### src/uvsf_pkg.sv
// uvsf_pkg: shared constants for the uv-sphere face index generator
// no dependencies; used by the top level and its checker

package uvsf_pkg;

  localparam int MAX_LEVEL_DEF = 6;   // default deepest subdivision level
  localparam int LVL_W         = 4;   // holds any level up to the parameter's range
  localparam int CFG_W         = 3;   // subdivision_level register width
  localparam int VTX_W         = 15;  // vertex index field width

endpackage

### src/uv_sphere_face_index_generator.sv
// uv_sphere_face_index_generator: emits vertex indices of a latitude-longitude
// sphere mesh, one face per transaction. One input register, one result register,
// and the face arithmetic between them. A request is held in the input register,
// its face in the result register. A new request is taken in every cycle; the only
// throughput limit is the result consumer's out_ready. The level register saturates
// at MAX_LEVEL and should be written only while no requests are in flight.
// depends on uvsf_pkg

module uv_sphere_face_index_generator #(
  parameter int MAX_LEVEL = uvsf_pkg::MAX_LEVEL_DEF
) (
  input  logic                     clk,
  input  logic                     rst_n,
  input  logic                     cfg_we,
  input  logic [uvsf_pkg::CFG_W-1:0] cfg_wdata,
  input  logic                     in_valid,
  output logic                     in_ready,
  input  logic                     in_restart,
  output logic                     out_valid,
  input  logic                     out_ready,
  output logic                     out_is_quad,
  output logic [uvsf_pkg::VTX_W-1:0] out_vertex_a,
  output logic [uvsf_pkg::VTX_W-1:0] out_vertex_b,
  output logic [uvsf_pkg::VTX_W-1:0] out_vertex_c,
  output logic [uvsf_pkg::VTX_W-1:0] out_vertex_d,
  output logic                     out_last_face
);
  import uvsf_pkg::*;

  localparam int BW = MAX_LEVEL + 1;            // band counter width
  localparam int CW = MAX_LEVEL + 2;            // column counter width
  localparam int VW = (2 * MAX_LEVEL + 4 > VTX_W) ? 2 * MAX_LEVEL + 4 : VTX_W;

  logic [CFG_W-1:0] level_r;
  logic             s1_valid_r;
  logic             s1_restart_r;
  logic             out_valid_r;
  logic [BW-1:0]    band_r, band_nxt;
  logic [CW-1:0]    col_r, col_nxt;

  logic             out_quad_r, out_quad_nxt;
  logic             out_last_r, out_last_nxt;
  logic [VTX_W-1:0] out_a_r, out_a_nxt;
  logic [VTX_W-1:0] out_b_r, out_b_nxt;
  logic [VTX_W-1:0] out_c_r, out_c_nxt;
  logic [VTX_W-1:0] out_d_r, out_d_nxt;

  logic             s2_load;
  logic [LVL_W-1:0] lvl;

  assign s2_load  = s1_valid_r && (!out_valid_r || out_ready);
  assign in_ready = !s1_valid_r || s2_load;

  // saturate the level at the deepest supported subdivision
  always_comb begin
    if ({{(LVL_W-CFG_W){1'b0}}, level_r} > LVL_W'(MAX_LEVEL)) begin
      lvl = LVL_W'(MAX_LEVEL);
    end else begin
      lvl = {{(LVL_W-CFG_W){1'b0}}, level_r};
    end
  end

  // face geometry from the band and column counters
  always_comb begin
    logic [LVL_W-1:0] csh;
    logic [BW-1:0]    bands_m1;
    logic [CW-1:0]    cols_m1;
    logic [BW-1:0]    k;
    logic [CW-1:0]    j;
    logic [VW-1:0]    cols, pole, s, e, jv, a, b, c, d;
    logic             quad;

    csh      = lvl + LVL_W'(2);
    bands_m1 = ~({BW{1'b1}} << (lvl + LVL_W'(1)));
    cols_m1  = ~({CW{1'b1}} << csh);

    // out-of-range counters (level lowered mid-sequence) also restart
    if (s1_restart_r || band_r > bands_m1 || col_r > cols_m1) begin
      k = '0;
      j = '0;
    end else begin
      k = band_r;
      j = col_r;
    end

    cols = VW'(1) << csh;
    pole = (VW'(bands_m1) << csh) + VW'(1);
    s    = (VW'(k - BW'(1)) << csh) + VW'(1);
    e    = VW'(k) << csh;
    jv   = VW'(j);
    quad = 1'b0;
    d    = '0;

    if (k == '0) begin
      a = '0;
      if (j == '0) begin
        b = cols;
        c = VW'(1);
      end else begin
        b = jv;
        c = jv + VW'(1);
      end
    end else if (k == bands_m1) begin
      b = pole;
      if (j == '0) begin
        a = e;
        c = s;
      end else begin
        a = s + jv - VW'(1);
        c = s + jv;
      end
    end else begin
      quad = 1'b1;
      if (j == '0) begin
        a = e;
        b = e + cols;
        c = s + cols;
        d = s;
      end else begin
        a = s + jv - VW'(1);
        b = s + jv - VW'(1) + cols;
        c = s + jv + cols;
        d = s + jv;
      end
    end

    out_quad_nxt = quad;
    out_a_nxt    = a[VTX_W-1:0];
    out_b_nxt    = b[VTX_W-1:0];
    out_c_nxt    = c[VTX_W-1:0];
    out_d_nxt    = d[VTX_W-1:0];
    out_last_nxt = (k == bands_m1) && (j == cols_m1);

    if (j == cols_m1) begin
      col_nxt  = '0;
      band_nxt = (k == bands_m1) ? '0 : k + BW'(1);
    end else begin
      col_nxt  = j + CW'(1);
      band_nxt = k;
    end
  end

  always_ff @(posedge clk) begin
    if (!rst_n) begin
      level_r     <= '0;
      s1_valid_r  <= 1'b0;
      out_valid_r <= 1'b0;
      band_r      <= '0;
      col_r       <= '0;
    end else begin
      if (cfg_we) begin
        level_r <= cfg_wdata;
      end
      if (in_ready) begin
        s1_valid_r <= in_valid;
      end
      if (s2_load) begin
        out_valid_r <= 1'b1;
        band_r      <= band_nxt;
        col_r       <= col_nxt;
      end else if (out_ready) begin
        out_valid_r <= 1'b0;
      end
    end
  end

  // payload registers
  always_ff @(posedge clk) begin
    if (in_valid && in_ready) begin
      s1_restart_r <= in_restart;
    end
    if (s2_load) begin
      out_quad_r <= out_quad_nxt;
      out_a_r    <= out_a_nxt;
      out_b_r    <= out_b_nxt;
      out_c_r    <= out_c_nxt;
      out_d_r    <= out_d_nxt;
      out_last_r <= out_last_nxt;
    end
  end

  assign out_valid     = out_valid_r;
  assign out_is_quad   = out_quad_r;
  assign out_vertex_a  = out_a_r;
  assign out_vertex_b  = out_b_r;
  assign out_vertex_c  = out_c_r;
  assign out_vertex_d  = out_d_r;
  assign out_last_face = out_last_r;

endmodule

### config.mk
export PLATFORM = sky130hd
export DESIGN_NAME = uv_sphere_face_index_generator
export DESIGN_NICKNAME = d
export VERILOG_FILES = /design/src/uvsf_pkg.sv /design/src/uv_sphere_face_index_generator.sv
export SDC_FILE = /design/constraint.sdc
export NUM_CORES = 1
export LEC_CHECK = 0
export ABC_AREA = 1
export CAP_MARGIN = 20
export CORE_AREA = 2 2 143 145
export CTS_CLUSTER_SIZE = 25
export DETAILED_ROUTE_END_ITERATION = 6
export DIE_AREA = 0 0 145 147
export DONT_BUFFER_PORTS = 1
export GPL_ROUTABILITY_DRIVEN = 0
export HOLD_SLACK_MARGIN = 0.1
export PLACE_DENSITY = 0.53
export RECOVER_POWER = 50
export SLEW_MARGIN = 5
export SYNTH_ARGS = -nofsm -noshare
export SYNTH_HDL_FRONTEND = slang
export SYNTH_SLANG_ARGS = --single-unit
### constraint.sdc
create_clock -name clk -period 22.8 [get_ports clk]
set_input_delay 4.56 -clock clk [delete_from_list [all_inputs] [get_ports clk]]
set_output_delay 4.56 -clock clk [all_outputs]
set_load 0.01 [all_outputs]
Word level (Yosys, flattened, before mapping)
Cells that the tools add are included.
{ "totals": {"register_bits": 83, "input_bits": 9} }
{ "classes": {"addsub": 14, "order_cmp": 3, "n_eq_ne": 2, "shifts": 6, "n_mux": 19, "bitwise": 2, "reduce_logical": 13} }
{ "ops": {"columns": ["op", "n"], "rows": [
  ["$mux 15", 9],
  ["$add 15x15->15", 4],
  ["$add 15x1->15 const B", 2],
  ["$shl 7x4->15", 2],
  ["$mux 7", 3],
  ["$mux 8", 2],
  ["$shl 16x4->15", 1],
  ["$add 15x8->15", 1],
  ["$shl 1x4->15 const A", 1],
  ["$sub 15x1->15 const B", 1],
  ["$add 8x1->9 const B", 1],
  ["$mux 9", 1],
  ["$add 8x1->8 const B", 1],
  ["$eq 8x8->1", 1],
  ["$gt 8x8->1", 1],
  ["$logic_not 8->1", 1],
  ["$not 8->8", 1],
  ["$shl 8x4->8 const A", 1],
  ["$sub 7x1->8 const B", 1],
  ["$add 7x1->7 const B", 1],
  ["$eq 7x7->1", 1],
  ["$gt 7x7->1", 1],
  ["$logic_not 7->1", 1],
  ["$not 7->7", 1],
  ["11 further kinds", 19]
]} }

Logic depth before layout (Yosys ltp)
{ "logic_depth": {"depth_word": 18, "depth_mapped": 64, "depth_no_buf": 62} }

Worst setup path before layout
No wires, ideal clock.
{ "synth_path": {"path_type": "input -> output", "from": "input out_ready", "to": "output in_ready", "arrival_ns": 4.744, "required_time_ns": 18.240, "setup_slack_ns": 13.496, "stages": 2, "n_path_buf": 0, "path_cell_list": "inv_1 -> nand3_1"} }
{ "synth_between": {"elab_chain_cells": 3} }
{ "synth_lines": {"columns": ["item", "line", "source"], "rows": [
  ["from (decl)", "uv_sphere_face_index_generator.sv:20", "input logic out_ready,"],
  ["$logic_or 1x1->1", "uv_sphere_face_index_generator.sv:51", "assign s2_load = s1_valid_r && (!out_valid_r || out_ready);"],
  ["$logic_and 1x1->1", "uv_sphere_face_index_generator.sv:51", null],
  ["$logic_or 1x1->1", "uv_sphere_face_index_generator.sv:52", "assign in_ready = !s1_valid_r || s2_load;"],
  ["to (decl)", "uv_sphere_face_index_generator.sv:17", "output logic in_ready,"]
]} }
Every way passes these cells.

Final worst setup path
{ "layout_path": {"from": "register level_r[1]", "to": "register out_b_r[14] (netlist: out_vertex_b[14]) (data pin)"} }
{ "layout_between": {"elab_chain_cells": 18, "elab_cells_between_ends": 32, "classes_between": "add/sub: 9; order compare: 3; eq/ne: 1; shift: 6; mux: 7; bitwise: 2; reduce/logical: 4"} }
{ "layout_lines": {"columns": ["item", "line", "source"], "rows": [
  ["from (decl)", "uv_sphere_face_index_generator.sv:34", "logic [CFG_W-1:0] level_r;"],
  ["from (signal assigned)", "uv_sphere_face_index_generator.sv:152", "level_r <= cfg_wdata;"],
  ["$gt 3x3->1", "uv_sphere_face_index_generator.sv:56", "if ({{(LVL_W-CFG_W){1'b0}}, level_r} > LVL_W'(MAX_LEVEL)) begin"],
  ["$mux 3 (*)", "uv_sphere_face_index_generator.sv:56", null],
  ["$add 4x1->4", "uv_sphere_face_index_generator.sv:74", "bands_m1 = ~({BW{1'b1}} << (lvl + LVL_W'(1)));"],
  ["$shl 7x4->7", "uv_sphere_face_index_generator.sv:74", null],
  ["$not 7->7", "uv_sphere_face_index_generator.sv:74", null],
  ["$gt 7x7->1", "uv_sphere_face_index_generator.sv:78", "if (s1_restart_r || band_r > bands_m1 || col_r > cols_m1) begin"],
  ["$logic_or 1x1->1 (2 in a row)", "uv_sphere_face_index_generator.sv:78", null],
  ["$mux 7", "uv_sphere_face_index_generator.sv:78", null],
  ["[2 not listed]", null, null],
  ["$add 15x1->15", "uv_sphere_face_index_generator.sv:88", "s = (VW'(k - BW'(1)) << csh) + VW'(1);"],
  ["$add 15x8->15", "uv_sphere_face_index_generator.sv:121", "b = s + jv - VW'(1) + cols;"],
  ["$sub 15x1->15", "uv_sphere_face_index_generator.sv:121", null],
  ["$add 15x15->15", "uv_sphere_face_index_generator.sv:121", null],
  ["$mux 15", "uv_sphere_face_index_generator.sv:114", "if (j == '0) begin"],
  ["$mux 15", "uv_sphere_face_index_generator.sv:103", "end else if (k == bands_m1) begin"],
  ["$mux 15 (*)", "uv_sphere_face_index_generator.sv:94", "if (k == '0) begin"],
  ["via out_b_nxt[14]", "uv_sphere_face_index_generator.sv:44", "logic [VTX_W-1:0] out_b_r, out_b_nxt;"],
  ["to (signal assigned)", "uv_sphere_face_index_generator.sv:175", "out_b_r <= out_b_nxt;"],
  ["to (decl)", "uv_sphere_face_index_generator.sv:44", null]
]} }
The timed path passes the listed nets; every way through them passes the cells marked *.
A chain may end at the register's enable or synchronous reset.

==> run_results.csv <==
group,metric,value,unit
place,port_buffers,0,
yosys,async_reset_ff_frac,0,
clocking,cts_buffers,9,
cells_and_area,final_cell_mix,"nand2_1 (264), inv_1 (161), nor2_1 (124)",
critical_path,worstSetupPathType,"flop to flop",
timing,tightest_slew,3.448,ns
route,first_pass_iters,6,
timing,fmax,0.09768,GHz
clocking,clock_sinks,83,
route,wl_per_cell,17.15,um
die,core,0.01984,sq mm
die,floorplan.rows,52,
clocking,cts_resized,0,
route,drtIter0Drc,528,
critical_path,crit_path_max_incr_delay,0.95,ns
die,dieArea,0.02132,sq mm
yosys,yosysUniqueCellTypes,56,
outcome,violations,"max-capacitance violations, max-slew violations",
cells_and_area,drive_gt1_frac,0.07594,
cells_and_area,antenna_cells,0,
clocking,clk_latency,0.36,ns
clocking,clk_pin_slew,0.07,ns
yosys,synth_top_cell_by_area,"edfxtp_1",
clocking,postCtsHoldBufs,0,
critical_path,crit_slowest_cell,"clkbuf_1",
yosys,ys_seq_elements,83,
critical_path,end_kind,"flop",
timing,finalCritPeriodShare,0.4490,
clocking,h-tree-depth,3,
timing,slew_headroom,-1.299,
cells_and_area,fin_nets,1242,
route,drt-total-wl,24730,um
critical_path,critPathMostFrequentCell,"nand2_1",
route,drcViolationCount,0,
timing,setup_viol,0,
yosys,synth_top_area_frac,0.2329,
cells_and_area,fillers,2108,
place,dpl.hpwl,19720,um
global_routing,grt_max_degree,63,
global_routing,grt_pass1_vias,7080,
timing,setup_tns,0,ns
global_routing,grt_pass1_wl,39030,um
global_routing,antenna_found_initial,0,
power,power_density,51.85,mW/mm^2
critical_path,worst_ep_required_time,22.90,ns
yosys,syn_area,0.008122,sq mm
power,vdd_drop_max,35.83,uV
place,placed_area,0.008412,sq mm
die,start_util,0.4093,
clocking,cts_tree,"done",
outcome,status,"complete, but fails checks",
yosys,yosys-top-cells-area,"edfxtp_1 (23%), nand2_1 (12%), ha_1 (9.7%), inv_1 (7.4%), nor2_1 (5.7%)",
clocking,clk_path_buf_depth,2,
route,drtAntennaViolNets,0,
place,placed_cells,1426,
hold_path,hold_path.class,"flop to flop",
die,io_pins,73,
timing,slew_viol_final,63,
timing,period_minus_slack,10.24,ns
clocking,postCtsSetupBuffers,0,
global_routing,grt_overflow,0,
yosys,seq_area_frac_synth,0.2822,
timing,fin_skew,0.01299,ns
clocking,root_buffer,"clkbuf_16",
cells_and_area,area_delta_synth_final,6.779,%
yosys,avgSynthCellArea,6.918,sq um
die,die_h,147,um
yosys,synth_edf_count,63,
yosys,synth_ff_type,"edfxtp_1",
critical_path,arrival,10.34,ns
timing,setup_ws,12.56,ns
timing,finalHoldViolCount,0,
route,vias,7578,
critical_path,path_max_fanout,27,
timing,rsz0062_at_grt,"no",
yosys,netlist_instances,1174,
power,p_leak,3.963,nW
die,die_x,145,um
cells_and_area,final_area,0.008672,sq mm
critical_path,critPathBufInv,8,
route,drt-vias-per-instance,5.255,
global_routing,grt_use_total,0.2329,
critical_path,cp-start-kind,"flop",
cells_and_area,instances_no_fill,1442,
yosys,ys_warn_count,0,
job,maxCapViolCount,1,
cells_and_area,final_util,0.4370,
place,pre_cts_ws,13.48,ns
cells_and_area,final_common_cell,"nand2_1",
critical_path,critPathTopFamily,"simple AND/OR/NAND/NOR gates",
## cells in the mapped netlist, types with 3 or more instances
cell	number
xnor2_1	15
buf_1	4
and2_1	3
dfxtp_1	20
nor2_2	5
o32ai_1	4
a31oi_1	3
a21o_1	3
a221oi_1	4
fa_1	3
clkbuf_1	23
inv_2	17
nor2_1	123
a21oi_1	66
nor2_4	3
edfxtp_1	63
nand2_2	14
clkinv_1	3
xor2_1	33
ha_1	63
o21ai_0	76
o21ai_1	9
or2_2	7
o21bai_1	6
nor4_1	6
nand3_2	14
nand4_1	4
o221ai_1	10
nor3_1	14
o22ai_1	6
o211ai_1	8
nand2_1	263
nand3_1	82
a211oi_1	5
a22oi_1	3
inv_1	161
## area by class of cell
| class | instances | area [sq um] | area share |
|---|---|---|---|
| multi-input cells | 882 | 5012 | 0.5780 |
| flip-flops and latches | 83 | 2292 | 0.2643 |
| inverters | 181 | 679.4 | 0.07834 |
| well taps | 270 | 337.8 | 0.03896 |
| clock buffers | 9 | 225.2 | 0.02597 |
| repair buffers | 10 | 67.56 | 0.007791 |
| clock inverters | 7 | 57.56 | 0.006637 |
## final timing paths
check	from	endpoint	slack [ns]	depth (start not counted)
worst max-delay path	level_r[1]	out_vertex_b[14]	12.56	52
worst min-delay path	col_r[1]	col_r[1]	0.48	2
worst max register to register	level_r[1]	out_vertex_b[14]	12.56	52
worst min register to register	col_r[1]	col_r[1]	0.48	2
## cells by family after synthesis
family	share of synthesized area
AO/OA/AOI/OAI	0.1539
multiplexers	0.002465
flip-flops	0.2822
other	0.0004617
buffers and inverters	0.1001
adder cells (fa/ha/maj)	0.1045
XOR/XNOR	0.05377
AND/OR/NAND/NOR	0.3026
## layer usage
metal	vias to the layer above	wire, um	track usage
li1	3879	-	-
met5	-	0	0
met2	173	11180	0.3793
met3	29	1019	0.02733
met4	0	441	0.06139
met1	3497	12080	0.3291
## worst reg2reg max path: cells and delay by family, from the launching register on
kind,cells,cell delay [ns]
compound gates,6,1.44
simple gates,31,3.64
flops,1,0.44
fa+ha+maj,5,1.70
buf+inv,8,2.46
xor+xnor,2,0.32
## registers in the layout, summed over array words and instances, names as in the netlist
| signal | cells |
|---|---|
| out_vertex_a | 15 |
| out_vertex_b | 15 |
| out_vertex_c | 15 |
| out_vertex_d | 15 |
| col_r | 8 |
| band_r | 7 |
| level_r | 3 |
| out_is_quad | 1 |
| out_last_face | 1 |
| out_valid | 1 |
| s1_restart_r | 1 |
| s1_valid_r | 1 |
## report_power, final
part,switching (mW),internal (mW),leakage (nW)
Combinational,0.0915,0.0412,3.07
Clock,0.0676,0.0756,0.135
Sequential,0.00494,0.169,0.756
Total,0.164,0.286,3.96
## per-stage QoR
stage / total power [mW] / hold WS (ns)
CTS: 0.4509 / 0.4802
global route: 0.4748 / 0.5159
detailed placement: 0.3077 / 0.4690
global placement: 0.3079 / 0.4649
finish: 0.4497 / 0.4809
floorplan: 0.2764 / 0.4575
No activity file was read; power rests on OpenSTA's default activity.
